$ cat src/rtl/nsq_pkg.sv
`timescale 1ns / 1ps
// ----------------------------------------------------------------------------
// nsq_pkg
// Shared widths, constants and the axis record type for the nine-slice quad generator.
// ----------------------------------------------------------------------------
package nsq_pkg;

  localparam int COORD_W       = 20;
  localparam int DIM_W         = 13;
  localparam int CUT_W         = 18;
  localparam int TINT_W        = 24;
  localparam int TAG_W         = 48;
  localparam int UV_W          = 17;
  localparam int IMAGE_DIM_MAX = 4096;
  localparam int UV_FRAC_BITS  = 16;

  // quotient bits resolved per divider stage
  localparam int UV_DIV_STEP   = 4;

  // source edges in Q.4: up to IMAGE_DIM_MAX*16
  localparam int SRC_W  = 21;
  // signed working width for destination math
  localparam int WIDE_W = 23;

  typedef struct packed {
    logic signed [COORD_W-1:0] d0;
    logic signed [COORD_W-1:0] d1;
    logic signed [COORD_W-1:0] d2;
    logic signed [COORD_W-1:0] d3;
    logic [SRC_W-1:0]          s1;
    logic [SRC_W-1:0]          s2;
    logic [SRC_W-1:0]          s3;
  } axis_t;

endpackage

$ cat src/rtl/nsq_uv_div.sv
`timescale 1ns / 1ps
// ----------------------------------------------------------------------------
// nsq_uv_div
// Pipelined restoring divider: floor((s << FRAC) / (dim*16)), UV_DIV_STEP
// quotient bits per stage.
// ----------------------------------------------------------------------------
module nsq_uv_div
  import nsq_pkg::*;
#(
  parameter int FRAC  = UV_FRAC_BITS
) (
  input  logic              clk,
  input  logic              en,
  input  logic [SRC_W-1:0]  s,
  input  logic [DIM_W+3:0]  dim,
  output logic [UV_W-1:0]   uv
);

  localparam int QB     = FRAC + 1;
  localparam int BPS    = UV_DIV_STEP;
  localparam int NST    = (QB + BPS - 1) / BPS;
  localparam int DV_W   = DIM_W + 8;
  localparam int R_W    = DV_W + 1;

  logic [R_W-1:0]   rem [NST+1];
  logic [QB-1:0]    q   [NST+1];
  logic [DV_W-1:0]  dv  [NST+1];

  // s <= dim*16, so the quotient fits QB bits and the first partial
  // remainder, s itself, never exceeds the divisor.
  assign rem[0] = '0;
  assign q[0]   = '0;
  assign dv[0]  = DV_W'(dim) << 4;

  logic [QB+SRC_W-1:0] num0;
  logic [QB+SRC_W-1:0] num [NST+1];
  assign num0   = (QB+SRC_W)'(s) << FRAC;
  assign num[0] = num0;

  for (genvar g = 0; g < NST; g++) begin : g_st
    logic [R_W-1:0]        r_c;
    logic [QB-1:0]         q_c;
    logic [QB+SRC_W-1:0]   n_c;
    localparam int HI = QB - 1 - g * BPS;
    localparam int NB = (HI + 1 < BPS) ? HI + 1 : BPS;
    always_comb begin
      r_c = rem[g];
      q_c = q[g];
      n_c = num[g];
      for (int b = 0; b < NB; b++) begin
        if (g == 0 && b == 0) begin
          r_c = R_W'(n_c >> (HI - b));
        end else begin
          r_c = {r_c[R_W-2:0], n_c[HI-b]};
        end
        if (r_c >= R_W'(dv[g])) begin
          r_c = r_c - R_W'(dv[g]);
          q_c[HI-b] = 1'b1;
        end
      end
    end
    always_ff @(posedge clk) begin
      if (en) begin
        rem[g+1] <= r_c;
        q[g+1]   <= q_c;
        num[g+1] <= n_c;
        dv[g+1]  <= dv[g];
      end
    end
  end

  assign uv = UV_W'(q[NST]);

endmodule

$ cat config.mk
export PLATFORM = sky130hd
export DESIGN_NAME = nsq_uv_div
export DESIGN_NICKNAME = d
export VERILOG_FILES = /design/src/rtl/nsq_pkg.sv /design/src/rtl/nsq_uv_div.sv
export SDC_FILE = /design/constraint.sdc
export NUM_CORES = 1
export LEC_CHECK = 0
export BUFFER_PORTS_ARGS = -buffer_cell sky130_fd_sc_hd__buf_4
export CORE_ASPECT_RATIO = 1.5
export CORE_UTILIZATION = 50
export CTS_CLUSTER_SIZE = 24
export DETAILED_ROUTE_END_ITERATION = 10
export PLACE_DENSITY_LB_ADDON = 0.2
export SYNTH_ARGS = -nofsm -noshare
export SYNTH_HDL_FRONTEND = slang
export SYNTH_SLANG_ARGS = --single-unit
$ cat constraint.sdc
create_clock -name clk -period 27.8 [get_ports clk]
set_input_delay 4.17 -clock clk [delete_from_list [all_inputs] [get_ports clk]]
set_output_delay 4.17 -clock clk [all_outputs]
set_load 0.02 [all_outputs]
* After elaboration in Yosys (flattened, before gate mapping)
Cells that the tools add are included.
Storage, ports and cells: bits in latches 0, memories 0, flip-flop bits (word level) 209, output and inout bits 17, bits in writable memories 0, bits in read-only memories 0
Operators by class: div/mod/pow operators 0, reductions and logical operators 0, multiplexer cells 20, equality and inequality tests 0, multiply operators 0, bitwise gates (word level) 0, order comparisons 17, add/subtract/negate cells 16, shift-type cells 0
Operators by type and width (count):
- $ge 22x21->1 | 16
- $mux 21 | 16
- $sub 21x21->21 | 16
- $ge 21x21->1 | 1
- $mux 1 | 4

* Depth between registers and ports, before layout
depth in word-level cells 8, mapped depth 49

* Worst setup path before layout
No wires, ideal clock.
path type in2reg, start input port dim[10], end register rem[100] (netlist name), data pin, required time 27.538 ns, setup time 0.262 ns, setup slack 13.534 ns, arrival 14.004 ns, stages on the path 43, path buffers 6, cell sequence inv_1 -> ha_1 -> buf_2 -> a211oi_2 -> nor2_1 -> o21a_1 -> or4_4 -> a31oi_4 -> clkbuf_1 -> mux2_2 -> ha_1 -> nand2b_1 -> a21oi_1 -> nor4_1 -> o31ai_1 -> o21ai_0 -> a211oi_1 -> nor3_4 -> [7 not listed] -> or3_1 -> a31o_2 -> a21oi_1 -> nor2_1 -> mux2i_4 -> buf_2 -> mux2_2 -> ha_1 -> a21o_1 -> a21o_1 -> a21o_1 -> a21o_1 -> a221o_1 -> a21oi_1 -> inv_1 -> a2111oi_4 -> buf_6 -> mux2_1
On the way: cells in the longest elaborated chain, start to end 8, elaborated cells on any way between the ends 12, those cells by class add/sub: 4; order compare: 4; mux: 4
RTL lines:
- start, declared | line nsq_uv_div.sv:15 | input logic [DIM_W+3:0] dim,
- $sub 21x21->21 or $ge 21x21->1 (tied branches) | line nsq_uv_div.sv:57, nsq_uv_div.sv:56
- $mux 21 | line nsq_uv_div.sv:56 | if (r_c >= R_W'(dv[g])) begin
- $sub 21x21->21 or $ge 22x21->1 (tied branches) | line nsq_uv_div.sv:57, nsq_uv_div.sv:56
- $mux 21 | line nsq_uv_div.sv:56
- $ge 22x21->1 or $sub 21x21->21 (tied branches) | line nsq_uv_div.sv:56, nsq_uv_div.sv:57
- $mux 21 | line nsq_uv_div.sv:56
- $sub 21x21->21 or $ge 22x21->1 (tied branches) | line nsq_uv_div.sv:57, nsq_uv_div.sv:56
- $mux 21 * | line nsq_uv_div.sv:56
- net g_st[0].r_c[12] | line nsq_uv_div.sv:41 | logic [R_W-1:0] r_c;
- end signal, assigned by index | line nsq_uv_div.sv:64 | rem[g+1] <= r_c;
- end, declared | line nsq_uv_div.sv:25 | logic [R_W-1:0] rem [NST+1];
The timed path passes the listed nets; every way through them passes the cells marked *. A chain may end at the register's enable or synchronous reset.

* Worst setup path in the final report
start input port dim[14], end register rem[97] (netlist name), data pin
Same word-level chain as after synthesis.

==> results.md <==
- Status: finished clean
- Rows: 94
- Yosys top cell by area: edfxtp_1
- First-pass GRT wire length: about 100 mm
- Measured slew at the worst slew-check pin: 1.07 ns
- Inst Count DP: between 3000 and 4000
- Crit Path Max Fanout: 26
- Total global routing overflow: 0
- Synth async-reset ratio: 0%
- Share of layout cells above drive strength 1: approximately a tenth
- Synth cell types: 90
- CTS tree: built
- CTS Hold Bufs: 0
- Crit. Startpoint: dim[14]
- Vias in the first global route: between 15000 and 20000
- CTS clk-pin slew, worst paths: 0.09 ns
- Post-Syn Area per Cell: roughly 9 um2
- Die width: 174 um
- Max cap viols: 0
- Initial antenna violation count: 0
- Port Buf Inserts: 56
- Net Count, Synth: around 2800
- Reg2reg setup slack: roughly 13 ns
- Final cell count without fillers: around 3100
- Post-route clock period utilization: about 56%
- Number of synthesized flops with an enable pin: slightly below 200
- RSZ-0062 raised after global routing: false
- DRT iter0 DRCs: 1369
- Die Y: 261 um
- Ys flop type: edfxtp_1
- Final setup fails: 0
- Synth area leaders: edfxtp_1, ha_1, mux2_2
- P&R area growth vs syn: 7.24%
- Most frequent cells in the layout: ha_1, a21oi_1, nor2_1
- Critical Path End: rem[97]
- Slew HR: between 20% and 30%
- Post-CTS Setup Repair Bufs: 0
- Synthesis Warnings: 0
- Routability congestion estimate: between 0.9 and 1
- I/O Pins: 57
- Antenna Diode Count: 0
- CP Capture Type: flip-flop
- Crit path DAT: around 16 ns
- Avg Vias per Cell: roughly 6.2
- Most common cell after layout, fill and taps aside: ha_1
- Routed vias: a little under 20000
- Final Critical Period: about 16 ns
- Clk Latency, worst-skew pair: ~0.48 ns
- Slowest cell delay on critical path: approximately 0.9 ns
- Post-CTS sizing: 0
- Seq cells post-synth: slightly below 200
- Largest net degree at the start of global routing: 73
- Final wirelength: 64.9 mm
- Final worst setup slack: around 12 ns
- CP max-delay cell: nor3_4
- Final Max Slew Viols: 0
- H-Tree Depth: 4
- Setup tns final: 0 ns
- CTS Buf Count: 17
- Core area: around 44000 um2
- Worst Path Required: 28.03 ns
- R2R depth: 42
- Clock root buffer: clkbuf_16
- Total GRT Usage: between 20% and 30%
- Min-Delay Path Class: reg -> reg
- Post-DP HPWL: 52.3 mm
- Clk sinks: roughly 190
- Cell area after synthesis: 22300 um2
- Final nets: around 2900
- CP Launch Type: input pin
- Skew final: approximately 0.016 ns
- Initial Util: about half
- Die area: roughly 45000 um2
- Final Hold Fails: 0
- Avg WL per Cell: 20.7 um
- Synth Instances: approximately 2500
- 1st-pass router iterations: 6
- Register area share after synthesis: between 20% and 30%
- Post-route ant nets: 0
- Post-place setup slack: around 12 ns
- CP Class: in -> reg
- Max clock buf depth: 2
- Post-synth top area share: a little over a quarter
- DRC: 0
- FF-to-FF End: rem[54]
- Most used cell, CP: a21oi_1
- FILL cells: around 4100
- Max Freq: ~0.064 GHz
- RR Startpoint: dv[67]
- Hold wc startpoint: g_st[4].q_c[16]
## critical path, delay by kind of cell
kind                       cells  cell delay (ns)
and+or+nand+nor                7             2.56
buffers and inverters          4             0.73
AOI/OAI and AO/OA             20             4.63
muxes                          5             2.33
adders and majority gates      4             1.48
## registers in the layout, summed over array words and instances, names as in the netlist
name,flops
uv,17
dv,68
g_st.q_c,40
rem,69
## kinds of logic (layout without fill, tap and decap cells)
group | Yosys count | after routing | share of synthesized area [%]
xor+xnor | 188 | 188 | 7.38
simple gates | 694 | 694 | 15.3
buf+inv | 227 | 276 | 3.95
compound gates | 761 | 761 | 22.8
fa+ha+maj | 288 | 288 | 16.4
flops | 194 | 194 | 26.1
mux | 160 | 160 | 7.97
## per-stage QoR
stage / instance area, um2 / hold slack, ns / util [%]
final: 23900 / 0.418 / 54.4
after CTS: 23900 / 0.425 / 54.4
after global placement: 23300 / 0.401 / 53.0
after detailed placement: 23300 / 0.405 / 53.0
after floorplan: 22300 / 0.400 / -
after global routing: 23900 / 0.429 / 54.4
## cell type report
type | instances | area [um2] | area share, %
Sequential cell | 194 | 5830 | 24.3
Inverter | 180 | 676 | 2.82
Clock buffer | 17 | 425 | 1.78
Multi-Input combinational cell | 2091 | 15600 | 65.3
Clock inverter | 15 | 181 | 0.758
Timing Repair Buffer | 64 | 487 | 2.03
Tap cell | 576 | 721 | 3.01
## metal layers
| metal | up-vias | part of all wire (%) | wire [um] | track usage, % |
|---|---|---|---|---|
| met3 | 163 | 4.1 | 2680 | 3.25 |
| met4 | 0 | 4.8 | 3150 | 13.5 |
| met5 | - | 0 | 0 | 0 |
| li1 | 9538 | - | - | - |
| met1 | 9337 | 40 | 25800 | 32.5 |
| met2 | 539 | 51 | 33300 | 53.1 |
## synthesized netlist by cell type, types with 7 or more instances
cell type and n:
nor3b_1 7, inv_1 175, mux2_2 123, xor2_1 62
or2_2 14, o31ai_1 15, xnor2_1 126, a211oi_1 30
nor2_1 197, edfxtp_1 194, a31o_2 9, or3_1 18
nand4_1 29, clkbuf_1 26, a21o_1 72, a311o_1 7
a21boi_0 9, and3_1 32, mux2_1 8, a21oi_1 208
and2_1 23, o211ai_1 30, o21ai_0 153, a211o_1 12
nand3_1 56, nor2b_1 31, o21bai_1 29, nand2_1 150
nor3_1 60, o311ai_0 7, buf_2 13, nand2b_1 32
o21a_1 50, a31oi_1 17, fa_1 8, o211a_1 8
o31a_1 10, ha_1 280, a221o_1 26, o2111ai_1 8
nor4_1 15, mux2i_1 28
## worst min-delay path by stage
stage | end | depth (start not counted) | slack, ns
CTS | g_st[4].q_c[15] | 0 | 0.42
finish | uv[16] | 0 | 0.42
floorplan | g_st[2].q_c[13] | 0 | 0.40
global route | g_st[4].q_c[14] | 0 | 0.43
detailed placement | g_st[4].q_c[15] | 0 | 0.40
global placement | uv[9] | 0 | 0.40
Power is left out: the tool's default activity adds up to more than one toggle a clock period on the data nets, which glitch-free logic cannot reach.
