File: src/rtl/nsq_pkg.sv
`timescale 1ns / 1ps
// ----------------------------------------------------------------------------
// nsq_pkg
// Shared widths, constants and the axis record type for the nine-slice quad generator.
// ----------------------------------------------------------------------------
package nsq_pkg;

  localparam int COORD_W       = 20;
  localparam int DIM_W         = 13;
  localparam int CUT_W         = 18;
  localparam int TINT_W        = 24;
  localparam int TAG_W         = 48;
  localparam int UV_W          = 17;
  localparam int IMAGE_DIM_MAX = 4096;
  localparam int UV_FRAC_BITS  = 16;

  // quotient bits resolved per divider stage
  localparam int UV_DIV_STEP   = 4;

  // source edges in Q.4: up to IMAGE_DIM_MAX*16
  localparam int SRC_W  = 21;
  // signed working width for destination math
  localparam int WIDE_W = 23;

  typedef struct packed {
    logic signed [COORD_W-1:0] d0;
    logic signed [COORD_W-1:0] d1;
    logic signed [COORD_W-1:0] d2;
    logic signed [COORD_W-1:0] d3;
    logic [SRC_W-1:0]          s1;
    logic [SRC_W-1:0]          s2;
    logic [SRC_W-1:0]          s3;
  } axis_t;

endpackage

File: src/rtl/nsq_emit.sv
`timescale 1ns / 1ps
// ----------------------------------------------------------------------------
// nsq_emit
// Holds one item's grid and walks its nine cells in row-major order,
// presenting each non-degenerate cell; flags the final one.
// ----------------------------------------------------------------------------
module nsq_emit
  import nsq_pkg::*;
(
  input  logic               clk,
  input  logic               rst,
  input  logic               in_valid,
  output logic               in_ready,
  input  axis_t              ax,
  input  axis_t              ay,
  input  logic [UV_W-1:0]    ux [4],
  input  logic [UV_W-1:0]    vy [4],
  input  logic [TINT_W-1:0]  tint,
  input  logic [TAG_W-1:0]   tag,
  output logic               out_valid,
  input  logic               out_take,
  output logic signed [COORD_W-1:0] qx0, qy0, qx1, qy1,
  output logic [UV_W-1:0]    qu0, qv0, qu1, qv1,
  output logic [TINT_W-1:0]  qtint,
  output logic [TAG_W-1:0]   qtag,
  output logic               qlast
);

  logic                      busy;
  logic [8:0]                pend;
  logic signed [COORD_W-1:0] dx [4];
  logic signed [COORD_W-1:0] dy [4];
  logic [UV_W-1:0]           uu [4];
  logic [UV_W-1:0]           vv [4];
  logic [TINT_W-1:0]         tint_r;
  logic [TAG_W-1:0]          tag_r;
  logic [8:0]                live;
  logic [8:0]                pend_next;
  logic [3:0]                idx;
  logic [1:0]                row, col;

  function automatic logic signed [COORD_W-1:0] ax_d(input int i);
    unique case (i)
      0: ax_d = ax.d0;
      1: ax_d = ax.d1;
      2: ax_d = ax.d2;
      default: ax_d = ax.d3;
    endcase
  endfunction

  function automatic logic signed [COORD_W-1:0] ay_d(input int i);
    unique case (i)
      0: ay_d = ay.d0;
      1: ay_d = ay.d1;
      2: ay_d = ay.d2;
      default: ay_d = ay.d3;
    endcase
  endfunction

  always_comb begin
    for (int r = 0; r < 3; r++) begin
      for (int c = 0; c < 3; c++) begin
        live[r*3+c] = (ax_d(c+1) > ax_d(c)) && (ay_d(r+1) > ay_d(r));
      end
    end
  end

  always_comb begin
    idx = 4'd0;
    for (int i = 8; i >= 0; i--) begin
      if (pend[i]) idx = 4'(i);
    end
    pend_next = pend;
    pend_next[idx] = 1'b0;
    row = (idx >= 4'd6) ? 2'd2 : ((idx >= 4'd3) ? 2'd1 : 2'd0);
    col = 2'(idx - 4'(row) * 4'd3);
  end

  assign out_valid = busy;
  assign in_ready  = !busy || (out_take && pend_next == '0);

  always_ff @(posedge clk) begin
    if (rst) begin
      busy <= 1'b0;
      pend <= '0;
    end else if (in_ready) begin
      busy <= in_valid && (live != '0);
      pend <= live;
    end else if (out_take) begin
      pend <= pend_next;
    end
  end

  always_ff @(posedge clk) begin
    if (in_ready && in_valid) begin
      dx[0] <= ax.d0; dx[1] <= ax.d1; dx[2] <= ax.d2; dx[3] <= ax.d3;
      dy[0] <= ay.d0; dy[1] <= ay.d1; dy[2] <= ay.d2; dy[3] <= ay.d3;
      uu     <= ux;
      vv     <= vy;
      tint_r <= tint;
      tag_r  <= tag;
    end
  end

  assign qx0   = dx[col];
  assign qx1   = dx[col+2'd1];
  assign qy0   = dy[row];
  assign qy1   = dy[row+2'd1];
  assign qu0   = uu[col];
  assign qu1   = uu[col+2'd1];
  assign qv0   = vv[row];
  assign qv1   = vv[row+2'd1];
  assign qtint = tint_r;
  assign qtag  = tag_r;
  assign qlast = (pend_next == '0);

endmodule

File: config.mk
export PLATFORM = sky130hd
export DESIGN_NAME = nsq_emit
export DESIGN_NICKNAME = d
export VERILOG_FILES = /design/src/rtl/nsq_pkg.sv /design/src/rtl/nsq_emit.sv
export SDC_FILE = /design/constraint.sdc
export NUM_CORES = 1
export LEC_CHECK = 0
export BUFFER_PORTS_ARGS = -buffer_cell sky130_fd_sc_hd__buf_2
export CORE_AREA = 3 3 282 284
export CTS_CLUSTER_SIZE = 14
export DETAILED_ROUTE_END_ITERATION = 8
export DIE_AREA = 0 0 285 287
export SLEW_MARGIN = 20
export SYNTH_ARGS = -nofsm -noshare
export SYNTH_HDL_FRONTEND = slang
export SYNTH_SLANG_ARGS = --single-unit
File: constraint.sdc
create_clock -name clk -period 31.7 [get_ports clk]
set_input_delay 0 -clock clk [delete_from_list [all_inputs] [get_ports clk]]
set_output_delay 0 -clock clk [all_outputs]
set_load 0.02 [all_outputs]
== Word-level counts from Yosys, hierarchy flattened ==
Memories as Yosys holds them, arrays and structs flattened.
Cells that the tools add are included.
Storage, ports and cells
  register bits after elaboration: 218
  RAM bits: 160
  input bits: 498
  output and inout bits: 223
  word-level logic and storage cells: 85
  memories kept: 2
Operators by class
  $add $sub $neg: 3
  $mul: 1
  magnitude comparators: 14
  muxes and demuxes: 29
  bitwise operators: 6
  reduce and logical (&&, ||, !) cells: 18
Memory list
  dx: depth 4, bits a word 20, rd ports 2, clocked after memory_dff 0, write ports 4, line nsq_emit.sv:31  | logic signed [COORD_W-1:0] dx [4];
  dy: depth 4, bits a word 20, rd ports 2, clocked after memory_dff 0, write ports 4, line nsq_emit.sv:32  | logic signed [COORD_W-1:0] dy [4];
Operators with widths (number)
  17-bit binary-select mux with 2-bit select: 4
  17-bit two-way mux: 8
  20-bit > comparator: 6
  4-bit two-way mux: 9
  9-bit two-way mux: 2
  1-bit logical AND: 13
  3-bit greater-or-equal comparator (second input constant): 4
  2-bit NOT with 3-bit output: 4
  9-bit AND: 1
  9-bit logical NOT: 1
  9-bit NOT: 1
  9-bit nonzero test: 1
  4-bit by 5-bit < comparator with 1-bit output (second input constant): 1
  2-bit by 1-bit adder with 2-bit output (second input constant): 2
  1-bit demux with 4-bit select: 1
  4-bit by 1-bit greater-or-equal comparator with 1-bit output (second input constant): 1
  4-bit by 2-bit greater-or-equal comparator with 1-bit output (second input constant): 1
  4-bit by 3-bit greater-or-equal comparator with 1-bit output (second input constant): 1
  1-bit two-way mux: 4
  2-bit by 1-bit multiplier with 2-bit output (second input constant): 1
  2-bit two-way mux: 1
  2-bit nonzero test: 1
  2-bit subtractor: 1
  1-bit logical NOT: 1
  1-bit logical OR: 1

== Logic depth before layout (Yosys ltp) ==
  word-level depth: 21
  mapped depth: 12

== Worst setup path before layout ==
Ideal clock, no wire load.
  path kind: flip-flop to flip-flop
  start point: reg pend[0]
  end point: mem dx[0][0], enable pin
  library setup time: 0.779 ns
  data arrival time: 10.098 ns
  data required time: 30.921 ns
  path slack: 20.822 ns
  cell stages (with the launch flop): 9
  buffers on the path: 2
  clock period less this slack: 10.878 ns
  cells stage by stage: dfxtp_1 -> buf_6 -> or4_1 -> a21oi_1 -> a21oi_1 -> o32ai_1 -> a31o_2 -> buf_4 -> and2_1
RTL lines
  start: declaration: line nsq_emit.sv:30  | logic [8:0] pend;
  start signal: assignment: line nsq_emit.sv:88  | pend <= live;
  start signal: assignment: line nsq_emit.sv:90  | pend <= pend_next;
  end: declaration: line nsq_emit.sv:31

== Final worst setup path ==
  start point: reg pend[0]
  end point: out qu1[7]
Between the ends
  cells in the longest elaborated chain, start to end: 11
  elaborated cells between the ends (all ways): 12
  classes of those cells: add/sub (2); mul (1); order compare (2); mux (6); bitwise (1)
Ends and longest elaborated chain
  4-bit two-way mux (*): line nsq_emit.sv:71  | if (pend[i]) idx = 4'(i);
  4-bit by 2-bit greater-or-equal comparator with 1-bit output: line nsq_emit.sv:75  | row = (idx >= 4'd6) ? 2'd2 : ((idx >= 4'd3) ? 2'd1 : 2'd0);
  1-bit two-way mux: line nsq_emit.sv:75
  2-bit two-way mux: line nsq_emit.sv:75
  2-bit by 1-bit multiplier with 2-bit output: line nsq_emit.sv:76  | col = 2'(idx - 4'(row) * 4'd3);
  2-bit subtractor (*): line nsq_emit.sv:76
  2-bit by 1-bit adder with 2-bit output (*): line nsq_emit.sv:110  | assign qu1 = uu[col+2'd1];
  2-bit NOT with 3-bit output (implied by the code) (*): line nsq_emit.sv:110
  17-bit binary-select mux with 2-bit select (*): line nsq_emit.sv:110
  17-bit two-way mux (implied by the code) (*) (2 in a row): line nsq_emit.sv:110
  end: declaration: line nsq_emit.sv:23  | output logic [UV_W-1:0] qu0, qv0, qu1, qv1,
Every way passes the cells marked *; elsewhere a longest branch is shown, timed or not. The select of a mux whose other input is x is not followed.

==> run metrics <==
final std cells w/o fill 3292; vias in the first global route 15500; Placed Cells 2831; met3 Usage GRT 4.04%; CTS Buffer Depth 3; Routed WL per cell 19.6 microns; top cells by area, synth edfxtp_1 62%, mux4_2 9.3%, ha_1 8.5%; Synth Register Bits 378; outcome completed; Yosys cell types 52; WP data required 31700 ps; largest family of logic cells by synthesized area multiplexers; final net count 2831; Die Area 81800 sq um; Clock Sink Count 378; actual slew at the worst max-slew pin 1050 ps; Power Density 77.6 nW/um^2; setup violators final 0; crit-path max FO 76; CP max stage cell buf_4; Syn Nets 1849; Yosys top cell by area edfxtp_1; Synth Area in Compound Gates 7.28%; Peak Freq 0.191 GHz; total wire length 64500 microns; chip width 285 microns; Gate Count Post-Synth 1230; H-tree depth 2; initial antenna violation count 8; DRC viols 0; min Tclk post-route 5240 ps; EDFF count, synth 368; RSZ-0062 raised after global routing no; sequential share of the synthesized area 63.1%; main flop type after synthesis edfxtp_1; crit share post-route 16.5%; GR Util met2 26.7%; cts bufs inserted 47; Reg clk slew, reported paths 60 ps; Overall Power 2120 uW; maximum vdd drop 0.0552 mV; Antenna Nets Post-Route 0; min-delay worst type in2reg; Yosys warning total 0; Post-Synth XOR/XNOR Area 0.0982%; layout cells sized above 1 33.7%; GRT Max-Usage Layer met2; Syn Area/Cell 14.5 sq um; CP cell instances nor4_4 > nand2_1 > nor2_4 > buf_4 > nor2_4 > buf_4 > ha_4 > xnor2_2 > buf_4 > buf_4 > mux4_2 > buf_2; simple-gate share of the synthesized area 6.85%; WP data arrival 5240 ps; drt first pass iters 5; Final Wtd Congestion 0.907; Setup TNS Final 0 ps; delay-heaviest family, CP buffers and inverters; Leak 0.0115 uW; vias 14600; relative slew slack 30.1%; IO Count 721; clock latency on the worst-skew pair 580 ps; Post-CTS Setup Inserts 0; core footprint 77300 sq um; Initial Utilization 23.1%; Max Cap Viol 0; first-pass GRT wire length 94600 microns; dpl hpwl 47200 microns; DR vias/cell 4.42; Adder-Cell Fraction of Synth Area 8.49%; Synth Cell Area 17800 sq um; CP Class reg2out; largest net degree at the start of global routing 89; I/O Buffers 594; Synth top area share 62.0%; Site Rows 102; die height 287 microns; Worst Path Buf+Inv 5; final setup margin 26460 ps; final hold violations 0; post-synthesis mux area share 10.1%; CP Capture Type output port; synthesis-to-finish area growth 53.2%; Async SR Flop Fraction 0%; remaining global-route overflow 0; met1 Resource Use GR 17.7%; Critical Path Most Common Cell buf_4; startpoint type of the worst setup path flip-flop; Max stage delay on crit path 700 ps; CTS tree done; Max Slew Vio Count 0; clock root buffer clkbuf_16; Worst Skew 25.7 ps; fin util 35.3%; initial DRC count 764; GRT Resource Usage Total 15.1%; Place WS 26870 ps
[placed cells by master (no fill, tap or decap), types with 4 or more instances in the layout]
cell / n
buf_2: 594
dlygate4sd3_1: 372
edfxtp_1: 368
nand2_1: 168
inv_1: 131
ha_1: 120
mux4_2: 74
a22oi_1: 67
a21oi_1: 51
clkbuf_16: 49
o21ai_0: 26
nand3_1: 23
nand4_1: 22
nor2_1: 18
clkbuf_1: 15
mux2i_1: 14
a21o_1: 12
dfxtp_1: 10
buf_4: 10
a211oi_1: 7
o21a_1: 6
nor2b_1: 6
clkinvlp_4: 6
bufinv_16: 6
nor3_1: 5
nor4_1: 4
o211ai_1: 4
clkinv_1: 4
[layout make-up]
cell class,instances,area (sq um)
clock buffer,64,1280
timing repair buffer,977,6780
sequential,378,11300
clock inverter,22,295
multi-input combinational,677,5900
tap,1040,1300
inverter,131,492
antenna,3,7.51
fill,7483,50000
[synth_stat cells (2+ instances only)]
master and n:
clkbuf_1 26, o32ai_1 2, and4_1 3, inv_1 131, a221o_1 2, o21ai_0 26
mux2i_1 14, a21o_1 12, nor2_2 2, edfxtp_1 368, a31o_2 2, a21boi_0 2
nand2b_1 3, a32oi_1 2, or3_1 2, and3_1 2, a31oi_1 3, nand4_1 22
a211oi_1 7, a2111oi_0 2, buf_4 2, nand3_1 23, dfxtp_1 10, nand2_1 168
a21oi_1 52, or4_1 3, nor4_1 4, mux4_2 74, buf_2 4, o211ai_1 4
ha_1 121, buf_6 7, nor2_1 19, a22oi_1 67, nor3_1 5, nor2b_1 6
buf_1 5, and2_1 4, o21a_1 6
[worst register-to-register path: stages, from the launching register on]
cell	delay (ps)
dfxtp_1	480
inv_1	120
a221oi_2	600
nand3_1	240
o22ai_1	240
a31o_2	310
and2_4	250
buf_4	650
buf_4	980
[cell families (layout without fill, tap and decap cells)]
logic type                 Yosys count  count (layout)
AOI/OAI and AO/OA                  196             196
xor gates and xnor gates             2               2
adders and majority gates          121             121
buffers and inverters              175            1194
DFF                                378             378
muxes                               88              88
other                                0               3
and+or+nand+nor                    270             270
[final timing paths]
kind                start       to  slack, ps  depth (start not counted)
setup / recovery  pend[0]   qu1[7]      26460                         12
hold / removal     vy[19]   vv[19]        130                          2
setup reg to reg  pend[3]    uu[9]      27350                          8
hold reg to reg   pend[7]  pend[7]        580                          2
[metal layers]
layer	wire, microns	up-vias
met5	11	-
met4	2070	2
met3	4870	123
met2	32100	642
met1	25400	7094
li1	-	6691
[stage by stage]
stage / hold slack [ps] / cell area, sq um
3_3_place_gp: 177 / 22000
2_1_floorplan: 98.9 / 17800
5_1_grt: 97.1 / 27300
3_5_place_dp: 178 / 22000
4_1_cts: 70.9 / 27300
6_report: 129 / 27300
[flip-flops by register name, indices dropped and copies added (netlist names)]
register and cells:
dx 80, dy 80, uu 68, vv 68, qtag 48, qtint 24
pend 9, out_valid 1
[power by group]
| group | internal (uW) | leakage, uW | total, uW | switching (uW) |
|---|---|---|---|---|
| Combinational | 365 | 0.00716 | 935 | 570 |
| Sequential | 610 | 0.00363 | 633 | 22.7 |
| Clock | 334 | 0.000746 | 551 | 217 |
| Total | 1310 | 0.0115 | 2120 | 810 |
[repair_timing]
item	CTS	global route
hold endpoints to repair	385	0
gates resized for setup	0	0
hold buffers	372	0
Power figures use the tool's default switching activity.
