**src/rtl/nsq_pkg.sv**
```systemverilog
`timescale 1ns / 1ps
// ----------------------------------------------------------------------------
// nsq_pkg
// Shared widths, constants and the axis record type for the nine-slice quad generator.
// ----------------------------------------------------------------------------
package nsq_pkg;

  localparam int COORD_W       = 20;
  localparam int DIM_W         = 13;
  localparam int CUT_W         = 18;
  localparam int TINT_W        = 24;
  localparam int TAG_W         = 48;
  localparam int UV_W          = 17;
  localparam int IMAGE_DIM_MAX = 4096;
  localparam int UV_FRAC_BITS  = 16;

  // quotient bits resolved per divider stage
  localparam int UV_DIV_STEP   = 4;

  // source edges in Q.4: up to IMAGE_DIM_MAX*16
  localparam int SRC_W  = 21;
  // signed working width for destination math
  localparam int WIDE_W = 23;

  typedef struct packed {
    logic signed [COORD_W-1:0] d0;
    logic signed [COORD_W-1:0] d1;
    logic signed [COORD_W-1:0] d2;
    logic signed [COORD_W-1:0] d3;
    logic [SRC_W-1:0]          s1;
    logic [SRC_W-1:0]          s2;
    logic [SRC_W-1:0]          s3;
  } axis_t;

endpackage

```
**src/rtl/nsq_axis.sv**
```systemverilog
`timescale 1ns / 1ps
// ----------------------------------------------------------------------------
// nsq_axis
// Three-stage pipeline for one axis: clamp dimension and cuts, size the
// corners, place the four destination edges.
// ----------------------------------------------------------------------------
module nsq_axis
  import nsq_pkg::*;
#(
  parameter int DIM_MAX = IMAGE_DIM_MAX
) (
  input  logic                      clk,
  input  logic                      en,
  input  logic signed [COORD_W-1:0] bmin,
  input  logic signed [COORD_W-1:0] bmax,
  input  logic [DIM_W-1:0]          dim_in,
  input  logic signed [CUT_W-1:0]   c0,
  input  logic signed [CUT_W-1:0]   c1,
  output logic [DIM_W+3:0]          dim_out,
  output axis_t                     ax
);

  localparam int DW = DIM_W + 4;

  logic [DW-1:0]             dim_c;
  logic signed [WIDE_W-1:0]  full_w, lo_w, hi_w, c0_w, c1_w, span_w, e0_w, e1_w, rem_w;
  logic signed [WIDE_W-1:0]  full1, lo1, hi1, span1;
  logic signed [WIDE_W-1:0]  full2, lo2, hi2, e0_2, e1_2;
  logic signed [COORD_W-1:0] bmin1, bmax1, bmin2, bmax2;
  logic [DW-1:0]             dim1, dim2;

  always_comb begin
    if (dim_in == '0) begin
      dim_c = DW'(1);
    end else if (DW'(dim_in) > DW'(DIM_MAX)) begin
      dim_c = DW'(DIM_MAX);
    end else begin
      dim_c = DW'(dim_in);
    end
    full_w = WIDE_W'(dim_c) <<< 4;
    c0_w   = WIDE_W'(c0);
    c1_w   = WIDE_W'(c1);
    lo_w   = (c0_w < 0) ? '0 : ((c0_w > full_w) ? full_w : c0_w);
    hi_w   = (c1_w < lo_w) ? lo_w : ((c1_w > full_w) ? full_w : c1_w);
    span_w = WIDE_W'(bmax) - WIDE_W'(bmin);
  end

  always_ff @(posedge clk) begin
    if (en) begin
      full1 <= full_w;
      lo1   <= lo_w;
      hi1   <= hi_w;
      span1 <= span_w;
      bmin1 <= bmin;
      bmax1 <= bmax;
      dim1  <= dim_c;
    end
  end

  always_comb begin
    e0_w  = (lo1 < span1) ? lo1 : span1;
    rem_w = span1 - e0_w;
    if (rem_w < 0) rem_w = '0;
    e1_w  = ((full1 - hi1) < rem_w) ? (full1 - hi1) : rem_w;
  end

  always_ff @(posedge clk) begin
    if (en) begin
      full2 <= full1;
      lo2   <= lo1;
      hi2   <= hi1;
      e0_2  <= e0_w;
      e1_2  <= e1_w;
      bmin2 <= bmin1;
      bmax2 <= bmax1;
      dim2  <= dim1;
    end
  end

  always_ff @(posedge clk) begin
    if (en) begin
      ax.d0   <= bmin2;
      ax.d1   <= COORD_W'(WIDE_W'(bmin2) + e0_2);
      ax.d2   <= COORD_W'(WIDE_W'(bmax2) - e1_2);
      ax.d3   <= bmax2;
      ax.s1   <= SRC_W'(lo2);
      ax.s2   <= SRC_W'(hi2);
      ax.s3   <= SRC_W'(full2);
      dim_out <= dim2;
    end
  end

endmodule

```
**config.mk**
```make
export PLATFORM = sky130hd
export DESIGN_NAME = nsq_axis
export DESIGN_NICKNAME = d
export VERILOG_FILES = /design/src/rtl/nsq_pkg.sv /design/src/rtl/nsq_axis.sv
export SDC_FILE = /design/constraint.sdc
export NUM_CORES = 1
export LEC_CHECK = 0
export ABC_AREA = 1
export BUFFER_PORTS_ARGS = -buffer_cell sky130_fd_sc_hd__buf_2
export CELL_PAD_IN_SITES_DETAIL_PLACEMENT = 0
export CELL_PAD_IN_SITES_GLOBAL_PLACEMENT = 1
export CORE_ASPECT_RATIO = 1.1
export CORE_MARGIN = 1
export CORE_UTILIZATION = 42
export DETAILED_ROUTE_END_ITERATION = 6
export PLACE_DENSITY_LB_ADDON = 0.1
export SYNTH_ARGS = -nofsm -noshare
export SYNTH_HDL_FRONTEND = slang
export SYNTH_SLANG_ARGS = --single-unit
```
**constraint.sdc**
```tcl
create_clock -name clk -period 5.5 [get_ports clk]
set_clock_uncertainty 0.2 [all_clocks]
set_input_delay 1.65 -clock clk [delete_from_list [all_inputs] [get_ports clk]]
set_output_delay 1.65 -clock clk [all_outputs]
set_load 0.05 [all_outputs]
```
== Word-level counts from Yosys, hierarchy flattened ==
Index checks and enable logic that the tools add are counted.

* $add $sub $neg: 5
* Order comparisons: 8
* Reductions and logical operators: 1
* Multiplexer cells: 9

{| class="wikitable"
|+ Operators by type and width
! cell !! count
|-
| $mux 23 || 6
|-
| $lt 23x23->1 || 2
|-
| $gt 18x22->1 || 2
|-
| $lt 18x23->1 || 1
|-
| $lt 23x1->1 const B || 1
|-
| $sub 22x23->23 || 1
|-
| $sub 23x23->23 || 1
|-
| $sub 20x20->21 || 1
|-
| $add 20x20->20 || 1
|-
| $mux 20 || 1
|-
| $sub 20x20->20 || 1
|-
| $lt 18x1->1 const B || 1
|-
| $mux 17 || 1
|-
| $gt 13x13->1 const B || 1
|-
| $logic_not 13->1 || 1
|-
| $mux 13 || 1
|}

* Register bits: 404
* Word-level logic and storage cells: 43
* Bits of input ports: 91
* Output and inout bits: 160

== Depth between registers and ports, before layout ==
Gate-level depths: netlist (run 1).

* Depth after elaboration: 8
* Mapped depth: 43
* Depth with buffers taken out: 40

== Worst setup path after synthesis (run 1) ==
No wires, ideal clock.

* Path kind: reg-to-reg
* Start point: reg span1[1]
* End point: reg e1_2[1] (data pin)
* Library setup time: 0.253 ns
* Buffers on the path: 3
* Arrival time: 5.466 ns
* Setup slack: -0.419 ns
* Data required time: 5.047 ns
* Clock period less this slack: 5.919 ns
* Cell stages (with the launch flop): 43
* Cells stage by stage: edfxtp_1 > inv_1 > ha_1 > nand2_1 > a21oi_1 > a211oi_1 > o221ai_1 > a41o_1 > nand3_1 > a21oi_1 > ha_1 > clkbuf_1 > clkbuf_1 > nand2_1 > o21ai_0 > ha_1 > inv_1 > fa_1 > [... 7 more ...] > nand2_1 > nand2_1 > nand2_1 > xnor2_1 > nor2_1 > inv_1 > ha_1 > a21oi_1 > o21ai_0 > a21oi_1 > nor2_1 > o21ai_0 > nand3b_1 > nor2_1 > nand2_2 > buf_2 > nand3_1 > nand2_1

* Longest elaborated chain between the ends: 7

{| class="wikitable"
|+ Ends and longest elaborated chain
! element !! RTL line !! RTL
|-
| start: declaration || nsq_axis.sv:27 || <nowiki>logic signed [WIDE_W-1:0] full1, lo1, hi1, span1;</nowiki>
|-
| start signal: assignment || nsq_axis.sv:53 || <nowiki>span1 <= span_w;</nowiki>
|-
| $lt 23x23->1 * || nsq_axis.sv:61 || <nowiki>e0_w = (lo1 < span1) ? lo1 : span1;</nowiki>
|-
| $mux 23 * || nsq_axis.sv:61 ||
|-
| net e0_w[0] || nsq_axis.sv:26 || <nowiki>logic signed [WIDE_W-1:0] full_w, lo_w, hi_w, c0_w, c1_w, span_w, e0_w, e1_w, rem_w;</nowiki>
|-
| $sub 23x23->23 * || nsq_axis.sv:62 || <nowiki>rem_w = span1 - e0_w;</nowiki>
|-
| $lt 23x1->1 || nsq_axis.sv:63 || <nowiki>if (rem_w < 0) rem_w = '0;</nowiki>
|-
| $mux 23 * || nsq_axis.sv:63 ||
|-
| $lt 23x23->1 || nsq_axis.sv:64 || <nowiki>e1_w = ((full1 - hi1) < rem_w) ? (full1 - hi1) : rem_w;</nowiki>
|-
| $mux 20 * || nsq_axis.sv:64 ||
|-
| net e1_w[1] || nsq_axis.sv:26 ||
|-
| end signal: assignment || nsq_axis.sv:73 || <nowiki>e1_2 <= e1_w;</nowiki>
|-
| end: declaration || nsq_axis.sv:28 || <nowiki>logic signed [WIDE_W-1:0] full2, lo2, hi2, e0_2, e1_2;</nowiki>
|}

Mark *: on every way through the listed nets, which the timed path passes. The rest lies on a longest branch.
A chain may end at the register's enable or synchronous reset.

== Worst setup path in the final report (run 1) ==
* Start point: reg lo1[2]
* End point: reg e1_2[3] (data pin)

* Longest elaborated chain between the ends: 7

{| class="wikitable"
|+ Ends and longest elaborated chain
! element !! RTL line !! RTL
|-
| start: declaration || nsq_axis.sv:27 ||
|-
| start signal: assignment || nsq_axis.sv:51 || <nowiki>lo1 <= lo_w;</nowiki>
|-
| $lt 23x23->1 * || nsq_axis.sv:61 ||
|-
| $mux 23 * || nsq_axis.sv:61 ||
|-
| net e0_w[0] || nsq_axis.sv:26 ||
|-
| $sub 23x23->23 * || nsq_axis.sv:62 ||
|-
| $lt 23x1->1 || nsq_axis.sv:63 ||
|-
| $mux 23 * || nsq_axis.sv:63 ||
|-
| $lt 23x23->1 || nsq_axis.sv:64 ||
|-
| $mux 20 * || nsq_axis.sv:64 ||
|-
| net e1_w[3] || nsq_axis.sv:26 ||
|}

Marked as above.

==> impl_metrics.json, run 1 <==
{
  "dp_hpwl_mm": 39.82,
  "p_switching_w": 0.003668,
  "ir_drop_uv": 190.9,
  "slew_headroom_pct": 44.86,
  "status": "complete, but fails checks",
  "worstMarginPinSlew_ns": 0.8195,
  "drv_cap": 0,
  "grt_pass1_vias": 14070,
  "power_w": 0.01036,
  "critPathKind": "reg2reg",
  "power.internal_w": 0.006697,
  "ys_types": 50,
  "wl_per_cell_um": 18.03,
  "portBuffers": 234,
  "yosysTopAreaCellShare_pct": 57.68,
  "fin_setup_tns_ns": -12.16,
  "fin_crit_ns": 6.154,
  "drtPass1Iterations": 6,
  "clkTransAtPathRegs_ns": 0.06,
  "clkLatencyLatePin_ns": 0.54,
  "nFillCells": 3880,
  "post-synth-top-count-cell": "edfxtp_1",
  "drive_above_1_share_pct": 30.68,
  "critPathBufInv": 9,
  "critPathTopFamily": "compound AO/OA/AOI/OAI gates",
  "finalHoldViolCount": 0,
  "met2_usage_pct": 40.41,
  "grtUsageMet1_pct": 25.54,
  "cts_root_buffer": "clkbuf_16",
  "die-height_um": 225.1,
  "synth-edff-count": 365,
  "globalplace.congestion": 0.8274,
  "period_share_pct": 111.9,
  "crit_path_top_delay_cell": "edfxtp_1",
  "ys_ff_latch": 365,
  "route.vias.total": 13930,
  "core_area_mm2": 0.04459,
  "initial_core_util_pct": 42.62,
  "cts_tree": "yes",
  "mappedNetlistArea_mm2": 0.01900,
  "fmax_mhz": 162.5,
  "async_reset_ff_share_pct": 0,
  "grt_usage_pct": 21.87,
  "route.antenna.remaining_nets": 0,
  "setup_viol": 20,
  "hold_class": "reg2reg",
  "antenna_found_initial": 0,
  "yosysSeqAreaShare_pct": 57.68,
  "syn_to_final_growth_pct": 30.71,
  "viasPerCell": 4.922,
  "die-area_mm2": 0.04610,
  "crit_path_end_kind": "flop",
  "cts.sinks": 365,
  "drt_first_iter_violations": 572,
  "p_seq_share_pct": 36.0,
  "drcViolationCount": 0,
  "cp.arrival_ns": 6.25,
  "postLayoutCellArea_mm2": 0.02484,
  "hold_buffers": 0,
  "syn_avg_cell_area_um2": 10.94,
  "netSwitchingFraction_pct": 35.39,
  "grt_setup_unrepaired": "true",
  "fin_hold_ws_ns": 0.2129,
  "synth_top_cell_by_area": "edfxtp_1",
  "grt-ovfl-total": 0,
  "crit_path_max_fanout": 10,
  "p_clk_share_pct": 25.1,
  "yosysWarnings": 0,
  "clockBufferDepth": 3,
  "grt_max_degree": 114,
  "nNetsFinal": 2484,
  "grt_pass1_wl_mm": 75.62,
  "cts_buffers": 38,
  "crit_top_cell": "ha_4",
  "dpl-instance-area_mm2": 0.02240,
  "yosys-top-cells-count": "365 x edfxtp_1, 317 x nand2_1, 233 x inv_1, 167 x ha_1, 133 x a21oi_1",
  "num_rows": 81,
  "startpoint_type": "flop",
  "syn_inst": 1737,
  "violations": "negative setup slack",
  "grt.busiest_layer": "met2",
  "die-width_um": 204.8,
  "synthTopCellsByArea": "edfxtp_1 58%, ha_1 11%, nand2_1 6.3%, inv_1 4.6%, a21oi_1 3.5%",
  "use_met3_pct": 2.458,
  "diodes": 0,
  "htreeDepth": 2,
  "cp_data_required_time_ns": 5.59,
  "p_leak_nw": 10.99,
  "synth_ff_type": "edfxtp_1",
  "routed_wl_mm": 51.03,
  "io_pins": 251,
  "p_per_area_mw_per_mm2": 417.3,
  "pwr-share-comb_pct": 38.9,
  "setup_slack_ns": -0.6540,
  "slew_viol_final": 0,
  "slowest_delay_ns": 0.44
}
[power by group through the flow]
stage | sequential [W] | combinational (W) | clock [W]
after global routing | 0.00377 | 0.00442 | 0.00274
after global placement | 0.00379 | 0.00365 | 0
final | 0.00373 | 0.00403 | 0.00260
after floorplan | 0.00421 | 0.00180 | 0
after detailed placement | 0.00379 | 0.00366 | 0
after CTS | 0.00374 | 0.00386 | 0.00266
[worst paths after layout]
check | from | endpoint | slack [ns] | depth (start not counted)
max | lo1[2] | e1_2[3] | -0.65 | 38
min | full2[9] | ax[9] | 0.21 | 0
min reg2reg | full2[9] | ax[9] | 0.21 | 0
max reg2reg | lo1[2] | e1_2[3] | -0.65 | 38
[area by class of cell]
cell class	count	area, um2	area share, %
multi-input combinational	1102	7795	31.38
timing repair buffer	479	3211	12.93
clock inverter	18	196.4	0.7909
sequential	365	10960	44.13
inverter	236	893.4	3.597
tap	581	726.9	2.927
clock buffer	49	1056	4.251
[state kept, by name, indices dropped and copies added (netlist names)]
name	flops
ax	128
bmax1	20
bmax2	20
bmin1	20
bmin2	20
e0_2	20
e1_2	20
full1	13
full2	13
hi1	18
hi2	18
lo1	17
lo2	17
span1	21
[kinds of logic (layout without fill, tap and decap cells)]
logic type / Yosys count / count (layout) / share of synthesized area, %
xor+xnor: 85 / 85 / 3.918
compound gates: 279 / 279 / 8.151
other cells: 2 / 18 / 0.03952
buf+inv: 290 / 782 / 6.492
flops: 365 / 365 / 57.68
simple gates: 545 / 549 / 12.31
fa+ha+maj: 171 / 171 / 11.42
[through the flow]
stage / std cells / utilization (%) / setup WS, ns
floorplan: 1753 / - / -0.07347
global placement: 2730 / 50.23 / -0.8774
detailed placement: 2730 / 50.23 / -0.9798
CTS: 2817 / 54.17 / -0.5545
global route: 2830 / 55.70 / -0.8956
finish: 2830 / 55.70 / -0.6540
[placed cells by master (no fill, tap or decap), types with 31 or more instances in the layout]
cell	instances
edfxtp_1	365
nand2_1	275
buf_2	231
buf_4	228
inv_1	226
ha_1	149
a21oi_1	117
nor2_1	77
o21ai_0	73
nand3_1	67
xor2_1	52
clkbuf_16	42
nand2_2	32
xnor2_1	31
[routing by layer]
metal / vias to the layer above / wire, um
li1: 6988 / -
met1: 6560 / 20900
met2: 297 / 26480
met3: 85 / 1695
met4: 0 / 1944
met5: - / 0
[timing repair]
| action | CTS | global route |
|---|---|---|
| gates resized for setup | 65 | 123 |
| setup endpoints to repair | 37 | 37 |
| pin swaps | 34 | 67 |
| cloned | 5 | 2 |
| buffers inserted | 15 | 11 |
| hold endpoints to repair | 0 | 0 |
Note: power is estimated with default switching activity, not from simulation.
==> run 2, diff against run 1 <==
--- a/config.mk
+++ b/config.mk
@@ -12,6 +12,7 @@
 export CORE_ASPECT_RATIO = 1.1
 export CORE_MARGIN = 1
 export CORE_UTILIZATION = 42
+export CTS_CLUSTER_DIAMETER = 100
 export DETAILED_ROUTE_END_ITERATION = 6
 export PLACE_DENSITY_LB_ADDON = 0.1
 export SYNTH_ARGS = -nofsm -noshare
==> constraint.sdc (replaced) <==
create_clock -name clk -period 5.5 [get_ports clk]
set_clock_uncertainty 0.2 [all_clocks]
set_input_delay 0.55 -clock clk [delete_from_list [all_inputs] [get_ports clk]]
set_output_delay 0.55 -clock clk [all_outputs]
set_load 0.05 [all_outputs]
==> impl_metrics.json, run 2 (same netlist as run 1, synthesis figures left out) <==
{
  "crit_path_top_delay_cell": "edfxtp_1",
  "antenna_found_initial": 0,
  "grt_pass1_wl_mm": 76.54,
  "setup_viol": 20,
  "reg_top3": "ax x128, span1 x21",
  "route.antenna.remaining_nets": 0,
  "slowest_delay_ns": 0.45,
  "drcViolationCount": 0,
  "hold_depth": 1,
  "num_rows": 81,
  "syn_to_final_growth_pct": 28.79,
  "fmax_mhz": 170.7,
  "slew_headroom_pct": 37.21,
  "cts_buffers": 41,
  "viasPerCell": 4.881,
  "fin_crit_ns": 5.859,
  "p_leak_nw": 10.92,
  "die-height_um": 225.1,
  "postLayoutCellArea_mm2": 0.02447,
  "route.vias.total": 13830,
  "slew_viol_final": 0,
  "critPathKind": "reg2reg",
  "grt_usage_pct": 22.34,
  "die-area_mm2": 0.04610,
  "rr_worst_depth": 35,
  "grt_pass1_vias": 13670,
  "drv_cap": 0,
  "clkLatencyLatePin_ns": 0.56,
  "cts_root_buffer": "clkbuf_16",
  "drive_above_1_share_pct": 27.47,
  "crit_path_end_kind": "flop",
  "dp_hpwl_mm": 40.33,
  "nNetsFinal": 2482,
  "diodes": 0,
  "dpl-instance-area_mm2": 0.02223,
  "setup_slack_ns": -0.3585,
  "die-width_um": 204.8,
  "drt_first_iter_violations": 630,
  "grt_setup_unrepaired": "true",
  "violations": "negative setup slack",
  "largest-register": "ax",
  "crit_top_cell": "nand2_1",
  "cts.sinks": 365,
  "worstMarginPinSlew_ns": 0.9418,
  "wl_per_cell_um": 17.95,
  "final_common_cell": "edfxtp_1",
  "nFillCells": 4020,
  "finalHoldViolCount": 0,
  "r2r_setup_slack_ns": -0.36,
  "p_per_area_mw_per_mm2": 429.0,
  "fin_hold_ws_ns": 0.01920,
  "r2r_start": "lo1[2]",
  "cp-startpoint": "lo1[2]",
  "grt-ovfl-total": 0,
  "hold_class": "in2reg",
  "ir_drop_uv": 211.4,
  "portBuffers": 234,
  "cp_data_required_time_ns": 5.61,
  "drtPass1Iterations": 5,
  "clkTransAtPathRegs_ns": 0.06,
  "grt_max_degree": 126,
  "initial_core_util_pct": 42.62,
  "startpoint_type": "flop",
  "cts_tree": "yes",
  "routed_wl_mm": 50.87,
  "globalplace.congestion": 0.8747,
  "r2r_end": "e1_2[6]",
  "core_area_mm2": 0.04459,
  "status": "complete, but fails checks",
  "clockBufferDepth": 3,
  "htreeDepth": 2,
  "largest_reg_flops": 128,
  "hold_end": "bmin1[19]",
  "period_share_pct": 106.5,
  "most-common-layout-cells": "365 x edfxtp_1, 287 x nand2_1, 233 x buf_2",
  "crit_path_max_fanout": 9,
  "cp.arrival_ns": 5.97,
  "worstHoldStart": "bmin[19]",
  "io_pins": 251
}
## run 2: layout make-up
class,instances,area (um2),share of cell area [%]
sequential,365,10960,44.79
timing repair buffer,476,3204,13.09
inverter,236,885.9,3.620
clock inverter,31,304.0,1.242
clock buffer,45,1084,4.427
tap,581,726.9,2.970
multi-input combinational,1100,7308,29.86
## run 2: where the power goes
| part | leakage (nW) | internal [W] | total [W] | switching [W] |
|---|---|---|---|---|
| clock network | 0.679 | 0.00167 | 0.00279 | 0.00112 |
| logic | 6.67 | 0.00154 | 0.00400 | 0.00246 |
| registers | 3.57 | 0.00355 | 0.00371 | 0.000161 |
| total | 10.9 | 0.00676 | 0.0105 | 0.00374 |
## run 2: per-layer routing
layer | vias to the layer above | global-route usage [%] | routed length, um
li1 | 6993 | - | -
met5 | - | 0 | 0
met1 | 6469 | 28.04 | 21870
met2 | 305 | 38.96 | 25330
met3 | 67 | 3.340 | 2136
met4 | 0 | 7.752 | 1533
## run 2: what timing repair did
action | 4_1_cts | 5_1_grt
hold endpoints to repair | 26 | 0
gates cloned | 4 | 2
gates resized for setup | 53 | 49
pin swaps | 23 | 12
setup buffers | 7 | 5
hold buffers | 26 | 0
setup endpoints to repair | 20 | 20
## run 2: per-stage QoR
step	TNS, ns	util [%]	total power [W]	cells	setup slack, ns
after global routing	-13.18	54.88	0.01110	2834	-0.6794
after CTS	-6.822	54.41	0.01046	2828	-0.3537
final	-6.865	54.88	0.01050	2834	-0.3585
after floorplan	-1.422	-	0.006004	1753	-0.07347
after detailed placement	-17.25	49.85	0.007455	2715	-0.8913
after global placement	-15.13	49.85	0.007448	2715	-0.7725
## run 2: worst max-delay path by stage
| stage | end | slack (ns) |
|---|---|---|
| global placement | e1_2[0] | -0.77 |
| CTS | e1_2[12] | -0.35 |
| global route | e1_2[18] | -0.68 |
| finish | e1_2[6] | -0.36 |
| floorplan | e1_2[1] | -0.07 |
| detailed placement | e1_2[11] | -0.89 |
## run 2: critical path: cells and delay by family (launching register included)
kind                       cells  cell delay, ns
AOI/OAI and AO/OA              8            1.29
xor gates and xnor gates       1            0.17
adders and majority gates      4            1.05
buffers and inverters          7            0.96
DFF                            1            0.45
and+or+nand+nor               15            1.49
==> run 3, diff against run 2 <==
--- a/config.mk
+++ b/config.mk
@@ -15,6 +15,8 @@
 export CTS_CLUSTER_DIAMETER = 100
 export DETAILED_ROUTE_END_ITERATION = 6
 export PLACE_DENSITY_LB_ADDON = 0.1
+export SETUP_SLACK_MARGIN = 0.05
+export SKIP_LAST_GASP = 1
 export SYNTH_ARGS = -nofsm -noshare
 export SYNTH_HDL_FRONTEND = slang
 export SYNTH_SLANG_ARGS = --single-unit
==> impl_metrics.json, run 3 (same netlist as run 1, synthesis figures left out) <==
{
  "rr_worst_depth": 39,
  "post-place-cells": 2715,
  "grt_pass1_vias": 13670,
  "hold_end": "bmin1[19]",
  "nFillCells": 4020,
  "crit_top_cell": "nand2_1",
  "ir_drop_uv": 211.4,
  "p_leak_nw": 10.92,
  "crit_path_max_fanout": 9,
  "seqCellArea_mm2": 0.01096,
  "num_rows": 81,
  "netSwitchingFraction_pct": 35.57,
  "multiInputGateArea_mm2": 0.007308,
  "p_per_area_mw_per_mm2": 428.8,
  "largest-register": "ax",
  "hold_class": "in2reg",
  "dp_hpwl_mm": 40.33,
  "die-width_um": 204.8,
  "grt_max_degree": 126,
  "cts_buffers": 41,
  "cts.sinks": 365,
  "period_share_pct": 106.0,
  "clkTransAtPathRegs_ns": 0.06,
  "htreeDepth": 2,
  "syn_to_final_growth_pct": 28.79,
  "core_area_mm2": 0.04459,
  "grt-ovfl-total": 0,
  "largest_reg_flops": 128,
  "diodes": 0,
  "final_cell_count_no_fill": 2834,
  "antenna_found_initial": 0,
  "most-common-layout-cells": "365 x edfxtp_1, 287 x nand2_1, 233 x buf_2",
  "crit_path_top_delay_cell": "edfxtp_1",
  "violations": "negative setup slack",
  "p_seq_share_pct": 35.4,
  "grt_usage_pct": 22.34,
  "final_core_util_pct": 54.88,
  "initial_core_util_pct": 42.62,
  "viasPerCell": 4.876,
  "slew_viol_final": 0,
  "pwr-share-comb_pct": 38.1,
  "fin_setup_tns_ns": -6.321,
  "cp.arrival_ns": 5.95,
  "r2r_end": "e1_2[6]",
  "io_pins": 251,
  "r2r_start": "lo1[2]",
  "slowest_delay_ns": 0.45,
  "drive_above_1_share_pct": 27.47,
  "die-height_um": 225.1,
  "clockBufferDepth": 3,
  "drt_first_iter_violations": 640,
  "route.antenna.remaining_nets": 0,
  "drtPass1Iterations": 5,
  "portBuffers": 234,
  "p_clk_share_pct": 26.6,
  "startpoint_type": "flop",
  "crit_path_end_kind": "flop",
  "grt_setup_unrepaired": "true",
  "fin_crit_ns": 5.831,
  "fmax_mhz": 171.5,
  "setup_slack_ns": -0.3314,
  "power.internal_w": 0.006762,
  "drcViolationCount": 0,
  "setup_viol": 20,
  "final_common_cell": "edfxtp_1",
  "nNetsFinal": 2482,
  "r2r_setup_slack_ns": -0.33,
  "wl_per_cell_um": 17.93,
  "cp_data_required_time_ns": 5.61,
  "worstHoldStart": "bmin[19]",
  "worstMarginPinSlew_ns": 0.9438,
  "drv_cap": 0,
  "p_switching_w": 0.003733,
  "globalplace.congestion": 0.8747,
  "finalHoldViolCount": 0,
  "status": "complete, but fails checks",
  "route.vias.total": 13820,
  "cts_tree": "yes",
  "hold_depth": 1,
  "routed_wl_mm": 50.83,
  "clkLatencyLatePin_ns": 0.56,
  "grt_pass1_wl_mm": 76.54,
  "reg_top3": "ax x128, span1 x21",
  "critPathKind": "reg2reg",
  "slew_headroom_pct": 37.08,
  "die-area_mm2": 0.04610,
  "cts_root_buffer": "clkbuf_16"
}
==> run 3: metal layers <==
layer	share of wire, %	GRT usage [%]	vias to the layer above
met3	4.1	3.340	67
li1	-	-	6993
met4	3.1	7.752	0
met5	0	0	-
met1	43	28.04	6453
met2	50	38.96	307
==> run 3: how the worst max path moves through the flow <==
stage               startpoint  endpoint  slack (ns)  cells past startpoint
floorplan             span1[1]   e1_2[1]       -0.07                     41
global placement        lo1[2]   e1_2[0]       -0.77                     37
detailed placement      lo1[2]  e1_2[11]       -0.89                     37
CTS                     lo1[2]  e1_2[12]       -0.35                     40
global route            lo1[2]  e1_2[18]       -0.68                     36
finish                  lo1[2]   e1_2[6]       -0.33                     39
==> run 3: power by group through the flow <==
stage / sequential (W) / clock (W) / combinational (W)
floorplan: 0.00421 / 0 / 0.00179
global placement: 0.00376 / 0 / 0.00369
detailed placement: 0.00377 / 0 / 0.00368
CTS: 0.00372 / 0.00285 / 0.00389
global route: 0.00375 / 0.00295 / 0.00440
finish: 0.00371 / 0.00279 / 0.00400
==> run 3: timing repair <==
item / CTS / global route
pin swaps: 23 / 12
gates cloned: 4 / 2
endpoints found under the setup margin: 20 / 20
hold buffers: 26 / 0
endpoints found under the hold margin: 26 / 0
buffers inserted: 7 / 5
resized for setup: 51 / 51
==> run 3: cell type report <==
class / instances / area share, %
Clock buffer: 45 / 4.427
Tap cell: 581 / 2.970
Inverter: 236 / 3.620
Sequential cell: 365 / 44.79
Timing Repair Buffer: 476 / 13.09
Multi-Input combinational cell: 1100 / 29.86
Clock inverter: 31 / 1.242
==> run 3: critical path, delay by kind of cell, from the launching register on <==
| family | cells | cell delay [ns] |
|---|---|---|
| AO/OA/AOI/OAI | 6 | 0.81 |
| adder cells (fa/ha/maj) | 4 | 1.08 |
| buffers and inverters | 9 | 1.14 |
| flip-flops | 1 | 0.45 |
| AND/OR/NAND/NOR | 20 | 1.91 |
==> run 3: through the flow <==
| stage | area, um2 | hold slack (ns) | setup slack (ns) | power (W) |
|---|---|---|---|---|
| detailed placement | 22230 | 0.2045 | -0.8913 | 0.007455 |
| CTS | 24260 | 0.003561 | -0.3537 | 0.01046 |
| finish | 24470 | 0.01912 | -0.3314 | 0.01050 |
| floorplan | 19130 | 0.2003 | -0.07347 | 0.006004 |
| global route | 24470 | 0.008670 | -0.6794 | 0.01110 |
| global placement | 22230 | 0.2008 | -0.7725 | 0.007448 |
